<file path="src/rtl/core/ttdh_pkg.sv">
// Shared types and constants for the threshold trigger with delay and holdoff.
package ttdh_pkg;

	// Width of the sample and threshold values
	localparam int unsigned SAMPLE_W = 32;
	// Width of the delay and min_gap registers
	localparam int unsigned GAP_W = 16;
	// Width of the configuration write data
	localparam int unsigned CFG_DATA_W = 32;
	// Width of the configuration register index
	localparam int unsigned CFG_IDX_W = 2;

	// Detection modes
	typedef enum logic [1:0] {
		MODE_ABOVE   = 2'd0,
		MODE_BELOW   = 2'd1,
		MODE_RISING  = 2'd2,
		MODE_FALLING = 2'd3
	} mode_t;

	// Configuration register indexes
	typedef enum logic [CFG_IDX_W-1:0] {
		CFG_MODE      = 2'd0,
		CFG_THRESHOLD = 2'd1,
		CFG_DELAY     = 2'd2,
		CFG_MIN_GAP   = 2'd3
	} cfg_idx_t;

endpackage

</file>
<file path="src/rtl/core/threshold_trigger_delay_holdoff.sv">
// Threshold trigger with delay and holdoff: one fire flag per signed sample.
//
// Each transfer on the sample channel gives exactly one transfer on the fire
// channel, in order. A sample is taken into an input register, then the
// detection test, the elapsed counter step and the fire compare run
// combinationally into the output register, so one sample per clock is
// sustained when fire is not stalled. A detection (above or below the
// threshold, or a rising or falling crossing) starts the elapsed counter;
// fire is 1 on the sample where the count equals delay, and the trigger
// re-arms once the count passes delay + min_gap. A detection on the first
// sample after reset is dropped. delay and min_gap are used at COUNT_WIDTH
// bits. Configuration writes are always accepted (cfg_ready is tied high)
// and take effect on the next processed sample.
module threshold_trigger_delay_holdoff
	import ttdh_pkg::*;
#(
	parameter int unsigned COUNT_WIDTH = 16
) (
	input  logic                        clk,
	input  logic                        arst_n,
	// sample channel
	input  logic                        in_valid,
	output logic                        in_stall,
	input  logic signed [SAMPLE_W-1:0]  sample,
	// fire channel
	output logic                        out_valid,
	input  logic                        out_stall,
	output logic                        fire,
	// configuration write channel
	input  logic                        cfg_valid,
	output logic                        cfg_ready,
	input  logic [CFG_IDX_W-1:0]        cfg_index,
	input  logic [CFG_DATA_W-1:0]       cfg_data
);

	localparam int unsigned EL_W = COUNT_WIDTH + 1;

	// Configuration registers
	mode_t                       mode_q;
	logic signed [SAMPLE_W-1:0]  threshold_q;
	logic [GAP_W-1:0]            delay_q;
	logic [GAP_W-1:0]            min_gap_q;

	// Trigger state
	logic             primed_q;
	logic             counting_q;
	logic             was_beyond_q;
	logic [EL_W-1:0]  elapsed_q;

	// Input stage and output register
	logic                        valid_s1;
	logic signed [SAMPLE_W-1:0]  sample_s1;
	logic                        out_valid_q;
	logic                        fire_q;

	// Handshake control
	logic out_load;
	logic in_load;

	// Next-state values
	logic [COUNT_WIDTH-1:0]  d_c;
	logic [COUNT_WIDTH-1:0]  g_c;
	logic [EL_W-1:0]         limit;
	logic [EL_W-1:0]         el_inc;
	logic                    above;
	logic                    below;
	logic                    detect;
	logic                    was_beyond_d;
	logic                    count_now;
	logic                    counting_d;
	logic [EL_W-1:0]         elapsed_d;
	logic                    fire_d;

	// Configuration writes
	assign cfg_ready = 1'b1;

	always_ff @(posedge clk or negedge arst_n) begin
		if (!arst_n) begin
			mode_q      <= MODE_ABOVE;
			threshold_q <= '0;
			delay_q     <= '0;
			min_gap_q   <= '0;
		end else if (cfg_valid && cfg_ready) begin
			unique case (cfg_idx_t'(cfg_index))
				CFG_MODE:      mode_q      <= mode_t'(cfg_data[1:0]);
				CFG_THRESHOLD: threshold_q <= $signed(cfg_data[SAMPLE_W-1:0]);
				CFG_DELAY:     delay_q     <= cfg_data[GAP_W-1:0];
				CFG_MIN_GAP:   min_gap_q   <= cfg_data[GAP_W-1:0];
				default: ;
			endcase
		end
	end

	// Flow control: output register frees when empty or taken
	assign out_load  = valid_s1 && (!out_valid_q || !out_stall);
	assign in_load   = !valid_s1 || out_load;
	assign in_stall  = !in_load;
	assign out_valid = out_valid_q;
	assign fire      = fire_q;

	// Detection test
	always_comb begin
		above        = sample_s1 > threshold_q;
		below        = sample_s1 < threshold_q;
		detect       = 1'b0;
		was_beyond_d = was_beyond_q;
		unique case (mode_q)
			MODE_ABOVE:  detect = above;
			MODE_BELOW:  detect = below;
			MODE_RISING: begin
				detect       = above && !was_beyond_q;
				was_beyond_d = above;
			end
			MODE_FALLING: begin
				detect       = below && !was_beyond_q;
				was_beyond_d = below;
			end
			default: ;
		endcase
		// was_beyond only moves while the counter is idle
		if (counting_q)
			was_beyond_d = was_beyond_q;
	end

	// Counter step and fire compare
	always_comb begin
		d_c        = COUNT_WIDTH'(delay_q);
		g_c        = COUNT_WIDTH'(min_gap_q);
		limit      = EL_W'(d_c) + EL_W'(g_c);
		el_inc     = elapsed_q + EL_W'(1);
		count_now  = (counting_q || detect) && primed_q;
		counting_d = count_now;
		elapsed_d  = elapsed_q;
		fire_d     = 1'b0;
		if (count_now) begin
			fire_d = (elapsed_q == EL_W'(d_c));
			if (el_inc > limit) begin
				counting_d = 1'b0;
				elapsed_d  = '0;
			end else begin
				elapsed_d = el_inc;
			end
		end
	end

	// Trigger state update
	always_ff @(posedge clk or negedge arst_n) begin
		if (!arst_n) begin
			primed_q     <= 1'b0;
			counting_q   <= 1'b0;
			was_beyond_q <= 1'b0;
			elapsed_q    <= '0;
		end else if (out_load) begin
			primed_q     <= 1'b1;
			counting_q   <= counting_d;
			was_beyond_q <= was_beyond_d;
			elapsed_q    <= elapsed_d;
		end
	end

	// Input stage valid and output valid
	always_ff @(posedge clk or negedge arst_n) begin
		if (!arst_n) begin
			valid_s1    <= 1'b0;
			out_valid_q <= 1'b0;
		end else begin
			if (in_load)
				valid_s1 <= in_valid;
			if (out_load)
				out_valid_q <= 1'b1;
			else if (!out_stall)
				out_valid_q <= 1'b0;
		end
	end

	// Payload registers
	always_ff @(posedge clk) begin
		if (in_load && in_valid)
			sample_s1 <= sample;
		if (out_load)
			fire_q <= fire_d;
	end

endmodule

</file>
<file path="config.mk">
export PLATFORM = sky130hd
export DESIGN_NAME = threshold_trigger_delay_holdoff
export DESIGN_NICKNAME = d
export VERILOG_FILES = /design/src/rtl/core/ttdh_pkg.sv /design/src/rtl/core/threshold_trigger_delay_holdoff.sv
export SDC_FILE = /design/constraint.sdc
export NUM_CORES = 1
export LEC_CHECK = 0
export ABC_AREA = 1
export BUFFER_PORTS_ARGS = -buffer_cell sky130_fd_sc_hd__buf_2
export CORE_MARGIN = 4
export CORE_UTILIZATION = 30
export DETAILED_ROUTE_END_ITERATION = 10
export HOLD_SLACK_MARGIN = 0.05
export SLEW_MARGIN = 20
export SYNTH_ARGS = -nofsm -noshare
export SYNTH_HDL_FRONTEND = slang
export SYNTH_SLANG_ARGS = --single-unit
</file>
<file path="constraint.sdc">
create_clock -name clk -period 3.88 [get_ports clk]
set_input_delay 0.388 -clock clk [delete_from_list [all_inputs] [get_ports clk]]
set_output_delay 0.388 -clock clk [all_outputs]
set_load 0.02 [all_outputs]
</file>
==> flow_summary_export.csv <==
group,metric,value,unit
logic_synthesis,synth_edf_count,33,
critical_path,cp_common_cell,"nand2_1",
critical_path,worst-path-max-fanout,17,
critical_path,r2r_cells,23,
timing,maxSlewHeadroom,36.55,%
critical_path,cpPeakStageDelay,0.42,ns
drt,avgRoutedWirePerCell,12.35,um
logic_synthesis,synth_ff_type,"dfrtp_1",
logic_synthesis,synth.top_cell.area_share,31.26,%
logic_synthesis,synth.distinct_cells,45,
cells_and_area,final_nets,1027,
die,num_io_pins,75,
critical_path,crit_required,4.23,ns
timing,rsz0062_at_grt,"false",
drt,wirelength,15010,um
logic_synthesis,synth_seq_area_share,45.32,%
place,dp_slack,0.1887,ns
logic_synthesis,synthTopCellsByArea,"dfrtp_1, edfxtp_1, ha_1",
place,place.port_buffers,73,
global_route,grt_overflow_total,0,
drt,drt_first_pass_iters,5,
die,die_h,161.3,um
timing,holdWs,0.08872,ns
clocking,cts.reportedPaths.clkPinSlew,0.06,ns
drt,drt_iter0_drc,317,
die,rows,55,
timing,hold_viol,0,
logic_synthesis,syn_nets,950,
logic_synthesis,yosys_warnings,0,
clocking,post_cts_buffers,0,
clocking,cts_max_level,4,
timing,timing.final.ws_setup,0.3023,ns
timing,fin_skew,0.007731,ns
global_route,grt_pass1_vias,5212,
place,hpwl,11220,um
power_and_ir_drop,vdd_drop_max,0.3056,mV
cells_and_area,final_cell_mix,"nand2_1, inv_1, dfrtp_1",
global_route,antenna_found_initial,0,
logic_synthesis,synthCells,812,
clocking,cts_buffers,17,
power_and_ir_drop,leakage,4.230,nW
cells_and_area,antenna_cells,0,
die,core,22850,sq um
timing,setup_viol,0,
clocking,insertion_delay,0.42,ns
run,maxCapViolCount,0,
timing,finalCriticalPeriod,3.578,ns
die,start_util,30.84,%
timing,slew_viol_final,0,
global_route,track_usage,12.06,%
status,status,"completed",
cells_and_area,drive_gt1_share,16.52,%
critical_path,endpoint_kind,"flip-flop",
clocking,cts_sinks,121,
timing,final.period_utilization,92.21,%
global_route,grt_pass1_wl,25500,um
logic_synthesis,avgSynthCellArea,8.677,sq um
critical_path,cp_slowest_cell,"fa_1",
critical_path,crit_chain,"ha_1, fa_1, nand3_1, nand2_1, nand2_1, nand2_1, a21oi_1, o21ai_1, a21boi_2, o21ai_1, nand2_1, nand2_1, a21oi_1, ha_1, a21oi_1, o21ai_0, o21bai_1, nand2_1, clkinv_1, buf_12, nor2_1, nand4_1, nand2_1",
critical_path,r2r_slack,0.30,ns
global_route,grt_max_degree,73,
timing,timing.setup.tns,0,ns
clocking,cts-root-buf,"clkbuf_16",
timing,worstMarginPinSlew,0.9517,ns
timing,max_freq,279.5,MHz
place,place.gp.congestion,0.8626,
critical_path,worstPathArrival,3.93,ns
drt,drt-vias-per-instance,4.419,
logic_synthesis,ys_ff_latch,121,
clocking,clock_path_buffers,2,
hold_path,hold_path_class,"in -> async",
cells_and_area,final_common_cell,"nand2_1",
drt,via_count,5369,
critical_path,critical_path_class,"reg -> reg",
drt,ant_nets,0,
logic_synthesis,async_flop_share,72.73,%
power_and_ir_drop,powerDensity,519.1,nW/um^2
critical_path,start_kind,"flip-flop",
clocking,cts_tree,"done",
cells_and_area,area_growth,18.81,%
drt,drc,0,
die,die_area,26000,sq um
logic_synthesis,syn_area,7046,sq um
logic_synthesis,synth_top_area_cell,"dfrtp_1",
die,die_w,161.3,um
where the power goes:
group | switching, mW | total (mW) | internal (mW)
Combinational | 0.674 | 1.13 | 0.457
Clock | 0.576 | 1.60 | 1.03
Sequential | 0.124 | 1.61 | 1.49
sequential cells by signal, indices dropped and copies added, names as in the netlist, 2 cells and up:
register,flops
sample_s1,32
threshold_q,32
d_c,16
elapsed_q,17
g_c,16
mode_q,2
cell type report:
type | instances | area, sq um
flip-flops and latches | 121 | 3193
inverters | 119 | 446.7
fillers | 2370 | 14480
repair buffers | 80 | 432.9
well taps | 313 | 391.6
clock buffers | 22 | 454.2
clock inverters | 10 | 145.1
multi-input cells | 550 | 3307
metal layers:
layer / global-route usage [%] / part of all wire [%]
met5: 0 / 0
met4: 4.692 / 1.9
met3: 2.858 / 3.4
met2: 18.75 / 46
met1: 16.33 / 49
timing repair:
action	4_1_cts	5_1_grt
setup endpoints to repair	0	17
gates resized for setup	0	6
hold buffers	0	0
hold endpoints to repair	0	0
worst max-delay path: cells and delay by family (launching register included):
kind / cells / cell delay, ns
flip-flops: 1 / 0.40
AO/OA/AOI/OAI: 8 / 1.05
buffers and inverters: 2 / 0.26
adder cells (fa/ha/maj): 3 / 0.93
AND/OR/NAND/NOR: 10 / 0.86
stage by stage:
step	utilization (%)	cell area, sq um	total power [mW]	instances
5_1_grt	36.64	8371	4.653	1215
2_1_floorplan	-	7046	2.480	812
4_1_cts	36.49	8337	4.382	1215
3_5_place_dp	33.87	7737	2.754	1183
3_3_place_gp	33.87	7737	2.729	1183
6_report	36.64	8371	4.345	1215
cell usage after synthesis, types with 2 or more instances:
library cell and count:
xor2_1 19, clkbuf_1 15, nand4_2 2, nor2_2 8
dfrtp_1 88, nand2_4 2, nand2_2 8, buf_8 2
nor2_1 55, inv_1 116, ha_1 66, a21o_1 3
or2_2 2, o22ai_1 2, o21ai_1 3, a21oi_1 52
nor2_4 2, buf_4 2, edfxtp_1 33, nand2_1 182
a211oi_1 3, buf_6 2, nand4_1 26, nand3_1 14
o21ai_0 61, xnor2_1 10, o21bai_1 2, nor3_1 8
o21a_1 4, inv_2 2, nand3_2 4
kinds of logic (layout without fill, tap and decap cells):
kind of cell | after synthesis | count (layout) | synth area share [%]
compound gates | 135 | 135 | 10.28
xor+xnor | 29 | 29 | 3.605
fa+ha+maj | 67 | 67 | 12.00
buf+inv | 141 | 231 | 8.293
flops | 121 | 121 | 45.32
other cells | 1 | 1 | 0.05323
simple gates | 318 | 318 | 20.44
final timing paths:
kind | start | to
hold / removal | arst_n | out_valid
setup reg to reg | d_c[0] | elapsed_q[3]
hold reg to reg | threshold_q[2] | threshold_q[2]
min in group clk | sample[2] | sample_s1[2]
setup / recovery | d_c[0] | elapsed_q[3]
max in group asynchronous | arst_n | elapsed_q[13]
No activity file was read; power rests on OpenSTA's default activity.
